**config.mk**
```make
export PLATFORM = sky130hd
export DESIGN_NAME = radix64_decoder_bcrypt
export DESIGN_NICKNAME = d
export VERILOG_FILES = /design/src/hdl/r64dec_pkg.sv /design/src/hdl/r64dec_sextet.sv /design/src/hdl/radix64_decoder_bcrypt.sv
export SDC_FILE = /design/constraint.sdc
export NUM_CORES = 1
export LEC_CHECK = 0
export ABC_AREA = 1
export BUFFER_PORTS_ARGS = -buffer_cell sky130_fd_sc_hd__buf_2
export CAP_MARGIN = 20
export CORE_MARGIN = 2
export CORE_UTILIZATION = 60
export CTS_CLUSTER_SIZE = 24
export DETAILED_ROUTE_END_ITERATION = 10
export PLACE_DENSITY = 0.78
export SYNTH_ARGS = -nofsm -noshare
export SYNTH_HDL_FRONTEND = slang
export SYNTH_SLANG_ARGS = --single-unit
```
**constraint.sdc**
```tcl
create_clock -name clk -period 3.06 [get_ports clk]
set_input_delay 0.153 -clock clk [delete_from_list [all_inputs] [get_ports clk]]
set_output_delay 0.153 -clock clk [all_outputs]
set_load 0.03 [all_outputs]
```
**src/hdl/r64dec_pkg.sv**
```systemverilog
`timescale 1ns / 1ps

package r64dec_pkg;

    // Width of the saturating byte counter.
    localparam int COUNT_WIDTH = 16;
    localparam logic [COUNT_WIDTH-1:0] COUNT_MAX = {COUNT_WIDTH{1'b1}};

    // Character codes that bound each alphabet range.
    localparam logic [7:0] CH_DOT   = 8'h2E;
    localparam logic [7:0] CH_SLASH = 8'h2F;
    localparam logic [7:0] CH_UPPER_A = 8'h41;
    localparam logic [7:0] CH_UPPER_Z = 8'h5A;
    localparam logic [7:0] CH_LOWER_A = 8'h61;
    localparam logic [7:0] CH_LOWER_Z = 8'h7A;
    localparam logic [7:0] CH_DIGIT_0 = 8'h30;
    localparam logic [7:0] CH_DIGIT_9 = 8'h39;

    // Sextet base values of each range.
    localparam logic [5:0] SX_UPPER_BASE = 6'h02;
    localparam logic [5:0] SX_LOWER_BASE = 6'h1C;
    localparam logic [5:0] SX_DIGIT_BASE = 6'h36;

    typedef enum logic [1:0] {
        STATUS_OK      = 2'd0,
        STATUS_INVALID = 2'd1,
        STATUS_LONE    = 2'd2
    } status_t;

    typedef struct packed {
        logic [5:0] sextet;
        logic       bad;
    } sextet_t;

    typedef struct packed {
        logic [7:0]  out_byte;
        logic        byte_valid;
        logic        done_res;
        status_t     status;
        logic [15:0] byte_total;
    } result_t;

endpackage

```
**src/hdl/r64dec_sextet.sv**
```systemverilog
`timescale 1ns / 1ps

module r64dec_sextet (
    input  logic [7:0]          ch,
    output r64dec_pkg::sextet_t code
);
    import r64dec_pkg::*;

    logic [7:0] off_upper;
    logic [7:0] off_lower;
    logic [7:0] off_digit;

    assign off_upper = ch - CH_UPPER_A;
    assign off_lower = ch - CH_LOWER_A;
    assign off_digit = ch - CH_DIGIT_0;

    always_comb
    begin
        code.sextet = '0;
        code.bad    = 1'b0;
        if (ch == CH_DOT)
        begin
            code.sextet = 6'd0;
        end
        else if (ch == CH_SLASH)
        begin
            code.sextet = 6'd1;
        end
        else if (ch >= CH_UPPER_A && ch <= CH_UPPER_Z)
        begin
            code.sextet = off_upper[5:0] + SX_UPPER_BASE;
        end
        else if (ch >= CH_LOWER_A && ch <= CH_LOWER_Z)
        begin
            code.sextet = off_lower[5:0] + SX_LOWER_BASE;
        end
        else if (ch >= CH_DIGIT_0 && ch <= CH_DIGIT_9)
        begin
            code.sextet = off_digit[5:0] + SX_DIGIT_BASE;
        end
        else
        begin
            code.bad = 1'b1;
        end
    end

endmodule

```
**src/hdl/radix64_decoder_bcrypt.sv**
```systemverilog
`timescale 1ns / 1ps

// Channel  | handshake             | payload
// ---------+-----------------------+----------------------------------------------
// input    | in_valid / in_stall   | ch[7:0], last
// output   | out_valid / out_stall | out_byte[7:0], byte_valid, done_res,
//          |                       | status[1:0], byte_total[15:0]
//
// One character per cycle while in_stall is low. Any result is registered
// in the result register, or in the skid entry while that is held. Decode
// and state update fit in one pass between the group state registers and
// the result register. A result register plus one skid entry sit on the
// output; input stalls only while the skid entry is occupied, so characters
// that make no result keep flowing under an output stall. Reset (rst_n,
// async low) clears group state and the valid flags of both output entries.

module radix64_decoder_bcrypt (
    input  logic        clk,
    input  logic        rst_n,
    input  logic        in_valid,
    output logic        in_stall,
    input  logic [7:0]  ch,
    input  logic        last,
    output logic        out_valid,
    input  logic        out_stall,
    output logic [7:0]  out_byte,
    output logic        byte_valid,
    output logic        done_res,
    output logic [1:0]  status,
    output logic [15:0] byte_total
);
    import r64dec_pkg::*;

    localparam int EXT_W = (COUNT_WIDTH > 16) ? COUNT_WIDTH : 16;

    // group state
    logic [1:0]             group_pos_reg,  group_pos_next;
    logic [5:0]             carry_bits_reg, carry_bits_next;
    logic                   error_seen_reg, error_seen_next;
    logic [COUNT_WIDTH-1:0] byte_count_reg, byte_count_next;

    // output register and skid entry
    logic    out_valid_reg, out_valid_next;
    result_t out_data_reg,  out_data_next;
    logic    skid_valid_reg, skid_valid_next;
    result_t skid_data_reg,  skid_data_next;

    sextet_t                code;
    logic                   accept;
    logic                   err;
    logic                   have_byte;
    logic [7:0]             dec_byte;
    logic                   push;
    logic                   out_take;
    logic [EXT_W-1:0]       count_ext;
    result_t                res;

    r64dec_sextet u_sextet (
        .ch   (ch),
        .code (code)
    );

    assign in_stall = skid_valid_reg;
    assign accept   = in_valid && !skid_valid_reg;
    assign out_take = out_valid_reg && !out_stall;

    // decode step
    always_comb
    begin
        err             = error_seen_reg | code.bad;
        have_byte       = 1'b0;
        dec_byte        = 8'h00;
        carry_bits_next = carry_bits_reg;
        if (!err)
        begin
            case (group_pos_reg)
                2'd0:
                begin
                    carry_bits_next = code.sextet;
                end
                2'd1:
                begin
                    dec_byte        = {carry_bits_reg, code.sextet[5:4]};
                    carry_bits_next = {2'b00, code.sextet[3:0]};
                    have_byte       = 1'b1;
                end
                2'd2:
                begin
                    dec_byte        = {carry_bits_reg[3:0], code.sextet[5:2]};
                    carry_bits_next = {4'b0000, code.sextet[1:0]};
                    have_byte       = 1'b1;
                end
                default:
                begin
                    dec_byte        = {carry_bits_reg[1:0], code.sextet};
                    carry_bits_next = 6'd0;
                    have_byte       = 1'b1;
                end
            endcase
        end

        byte_count_next = byte_count_reg;
        if (have_byte && byte_count_reg != COUNT_MAX)
        begin
            byte_count_next = byte_count_reg + 1'b1;
        end

        count_ext      = EXT_W'(byte_count_next);
        res.out_byte   = dec_byte;
        res.byte_valid = have_byte;
        res.done_res   = last;
        if (!last)
        begin
            res.status = STATUS_OK;
        end
        else if (err)
        begin
            res.status = STATUS_INVALID;
        end
        else if (group_pos_reg == 2'd0)
        begin
            res.status = STATUS_LONE;
        end
        else
        begin
            res.status = STATUS_OK;
        end
        res.byte_total = count_ext[15:0];

        push = accept && (have_byte || last);

        group_pos_next  = group_pos_reg + 2'd1;
        error_seen_next = err;
        // string closed: start over
        if (last)
        begin
            group_pos_next  = 2'd0;
            carry_bits_next = 6'd0;
            error_seen_next = 1'b0;
            byte_count_next = '0;
        end
    end

    // output register / skid steering
    always_comb
    begin
        out_valid_next  = out_valid_reg;
        out_data_next   = out_data_reg;
        skid_valid_next = skid_valid_reg;
        skid_data_next  = skid_data_reg;
        if (skid_valid_reg)
        begin
            if (out_take)
            begin
                out_data_next   = skid_data_reg;
                skid_valid_next = 1'b0;
            end
        end
        else if (!out_valid_reg || out_take)
        begin
            out_valid_next = push;
            out_data_next  = res;
        end
        else if (push)
        begin
            skid_valid_next = 1'b1;
            skid_data_next  = res;
        end
    end

    always_ff @(posedge clk or negedge rst_n)
    begin
        if (!rst_n)
        begin
            group_pos_reg  <= 2'd0;
            carry_bits_reg <= 6'd0;
            error_seen_reg <= 1'b0;
            byte_count_reg <= '0;
            out_valid_reg  <= 1'b0;
            skid_valid_reg <= 1'b0;
        end
        else
        begin
            if (accept)
            begin
                group_pos_reg  <= group_pos_next;
                carry_bits_reg <= carry_bits_next;
                error_seen_reg <= error_seen_next;
                byte_count_reg <= byte_count_next;
            end
            out_valid_reg  <= out_valid_next;
            skid_valid_reg <= skid_valid_next;
        end
    end

    always_ff @(posedge clk)
    begin
        out_data_reg  <= out_data_next;
        skid_data_reg <= skid_data_next;
    end

    assign out_valid  = out_valid_reg;
    assign out_byte   = out_data_reg.out_byte;
    assign byte_valid = out_data_reg.byte_valid;
    assign done_res   = out_data_reg.done_res;
    assign status     = out_data_reg.status;
    assign byte_total = out_data_reg.byte_total;

endmodule

```
==> impl_results.md <==
* Static leakage at ~2.5 nW
* DR vias/cell at 5.54
* Crit path required time at ~3.2 ns
* Hold Path Class: input port to flop
* Die Wd at approximately 93 um
* Crit-path max FO at 15
* Minimum clock period at 2.27 ns
* Finished Layout Cells at slightly above 700
* Final slew viol count at 0
* First-pass GRT wire length at ~18000 um
* Maximum clock insertion buffer count at 2
* Count of cell types in the netlist at 37
* Initial DRC Count at between 300 and 400
* Asr flop ratio synth at roughly a third
* RSZ-0062 raised after global routing: false
* Router iterations before antenna repair at 5
* Status: finished, final reports clean
* Number of global-route vias before repair at ~3.7k
* Sum Neg Setup Slack at 0 ns
* R2r setup slk at between 0.7 and 0.8 ns
* Slew headroom at a little under three fifths
* Via count at 3945
* Post-synth EDFFs at 56
* PD cells at roughly 550 nW/um^2
* DRC errors left at 0
* Commonest cells in the netlist: nand2_1 (230), edfxtp_1 (56), nand3_1 (46)
* Slowest-stage cell, CP: dfrtp_1
* # placed instances at 695
* Critical path's largest stage delay at 0.45 ns
* Largest net degree at the start of global routing at 28
* Post-synthesis instance total at 562
* Critical path class: flop to flop
* Routability Congestion at around 0.96
* H-Tree Depth at 3
* Layout Nets at around 630
* Final-report hold violation count at 0
* Area leader, netlist: edfxtp_1
* Crit path arrival time at ~2.4 ns
* Clock slew at reported path FFs at approximately 0.1 ns
* Worst setup SP type: flop
* Die Height at between 90 and 100 um
* Global route overflow at 0
* Number of synthesized register bits at between 80 and 90
* Fillers at ~600
* Area Growth Syn to Fin at 11.9%
* Cell area after synthesis at ~4800 sq um
* Antenna viol nets, final at 0
* Port-buffer cells at 42
* Antenna violations before repair at 0
* Max Fclk at roughly 440 MHz
* Hold slack at between 0.03 and 0.04 ns
* DIE AREA at approximately 8700 sq um
* Max-cap violations at 0
* N_diodes at 0
* Least-Margin Pin Slew at around 0.67 ns
* # setup viols final at 0
* WL/cell at 15.0 um
* Syn nets at 589
* DP Wirelength at roughly 7700 um
* Syn_area_per_cell at 8.46 sq um
* Synth top area cells: edfxtp_1 (35%), nand2_1 (18%), dfrtp_1 (14%), nand3_1 (4.8%), ha_1 (3.7%)
* Max FFs per register at 28
* Skew-Pair Late Insertion Delay at approximately 0.36 ns
* Ys Warns at 0
* Clock sinks at 83
* Top_reg_cell synth: edfxtp_1
* Layout Skew at 0.00695 ns
* Seq/Total Area, Yosys at between 40% and 50%
* I/O pins at 43
* Setup bufs post-CTS at 0
* CTS Root Cell: clkbuf_8
* Final WL at 10700 um
* CTS tree: done
* CTS Buf Count at 9
* Peak VDD IR at 0.000297 V
* Critical Path, Cell by Cell: ha_1 > nand3_2 > nor2_4 > nand4_1 > nor2_1 > nand2_2 > nand4_4 > nand2_1 > and2_1
* Final Cycle Share at approximately three quarters
* Initial Util at roughly three fifths
* Cell row count at 32
* Core area at 7690 sq um
* Share of cells above drive strength 1 at about 17%
* Total GRT Usage at around a quarter
* Most frequent cell after synthesis: nand2_1
* Top cell type's share of synthesized area at between 30% and 40%
* Crit path capture type: flop
==> worst paths after layout <==
path	from	end	cells after the start
max	byte_count_reg[0]	skid_data_reg[0]	9
min	last	skid_data_reg[18]	1
max reg2reg	byte_count_reg[0]	skid_data_reg[0]	9
min reg2reg	carry_bits_reg[5]	carry_bits_reg[5]	2
max in group asynchronous	rst_n	carry_bits_reg[4]	2
min in group asynchronous	rst_n	byte_count_reg[1]	2
==> cell usage in the layout, fill, tap and decap left out, types with 3 or more instances in the layout <==
cell type and count:
nand2_1 230, dfrtp_1 27, nand3_2 11, edfxtp_1 56, nand4_1 7, buf_2 42
buf_4 6, xnor2_1 5, o21ai_0 16, nor2_1 24, ha_1 14, clkbuf_8 9
nand3_1 46, inv_2 5, nor2_2 3, a21oi_1 9, xor2_1 10, nor3_1 9
inv_1 39, nand2_2 11, bufinv_16 3
==> critical path, delay by kind of cell, from the launching register on <==
kind / cells / cell delay [ns]
adder cells (fa/ha/maj): 1 / 0.23
flip-flops: 1 / 0.45
AND/OR/NAND/NOR: 8 / 1.38
==> layout make-up <==
class / count / area [sq um] / area share [%]
repair buffers: 50 / 293 / 5.50
flip-flops and latches: 83 / 2360 / 44.3
clock inverters: 7 / 130 / 2.45
multi-input cells: 413 / 2100 / 39.6
clock buffers: 9 / 124 / 2.33
well taps: 102 / 128 / 2.40
inverters: 48 / 184 / 3.46
==> metrics by stage <==
| stage | power [mW] | utilization (%) | area [sq um] | setup slack, ns |
|---|---|---|---|---|
| final | 2.92 | 69.2 | 5320 | 0.786 |
| after global placement | 1.91 | 65.4 | 5030 | 0.761 |
| after floorplan | 1.76 | - | 4750 | 0.0710 |
| after detailed placement | 1.93 | 65.8 | 5060 | 0.652 |
| after CTS | 2.92 | 69.2 | 5320 | 0.809 |
| after global routing | 3.02 | 69.2 | 5320 | 0.564 |
==> power breakdown <==
part           leakage (nW)  total [mW]  switching (mW)  internal, mW
clock                 0.128        1.01           0.454         0.560
sequential            0.926        1.35          0.0412          1.31
combinational          1.46       0.560           0.413         0.148
total                  2.51        2.92           0.908          2.02
==> what timing repair did <==
action                                 in CTS  in global routing
hold buffers                                1                  0
gates resized for setup                     0                  0
endpoints found under the hold margin      27                  0
==> routing by layer <==
| metal | track usage, % | share of wire, % | vias to the layer above |
|---|---|---|---|
| met5 | 0 | 0 | - |
| met1 | 37.7 | 43 | 1809 |
| met2 | 40.6 | 46 | 201 |
| li1 | - | - | 1903 |
| met3 | 4.92 | 8.2 | 32 |
| met4 | 9.56 | 2.4 | 0 |
==> cell families (layout without fill, tap and decap cells) <==
| family | count (synthesis) | in the layout | share of synthesized area (%) |
|---|---|---|---|
| flip-flops | 83 | 83 | 49.6 |
| buffers and inverters | 66 | 114 | 6.21 |
| adder cells (fa/ha/maj) | 14 | 14 | 3.68 |
| AO/OA/AOI/OAI | 34 | 34 | 4.21 |
| XOR/XNOR | 15 | 15 | 2.76 |
| AND/OR/NAND/NOR | 350 | 350 | 33.6 |
(Power assumes the default switching activity.)
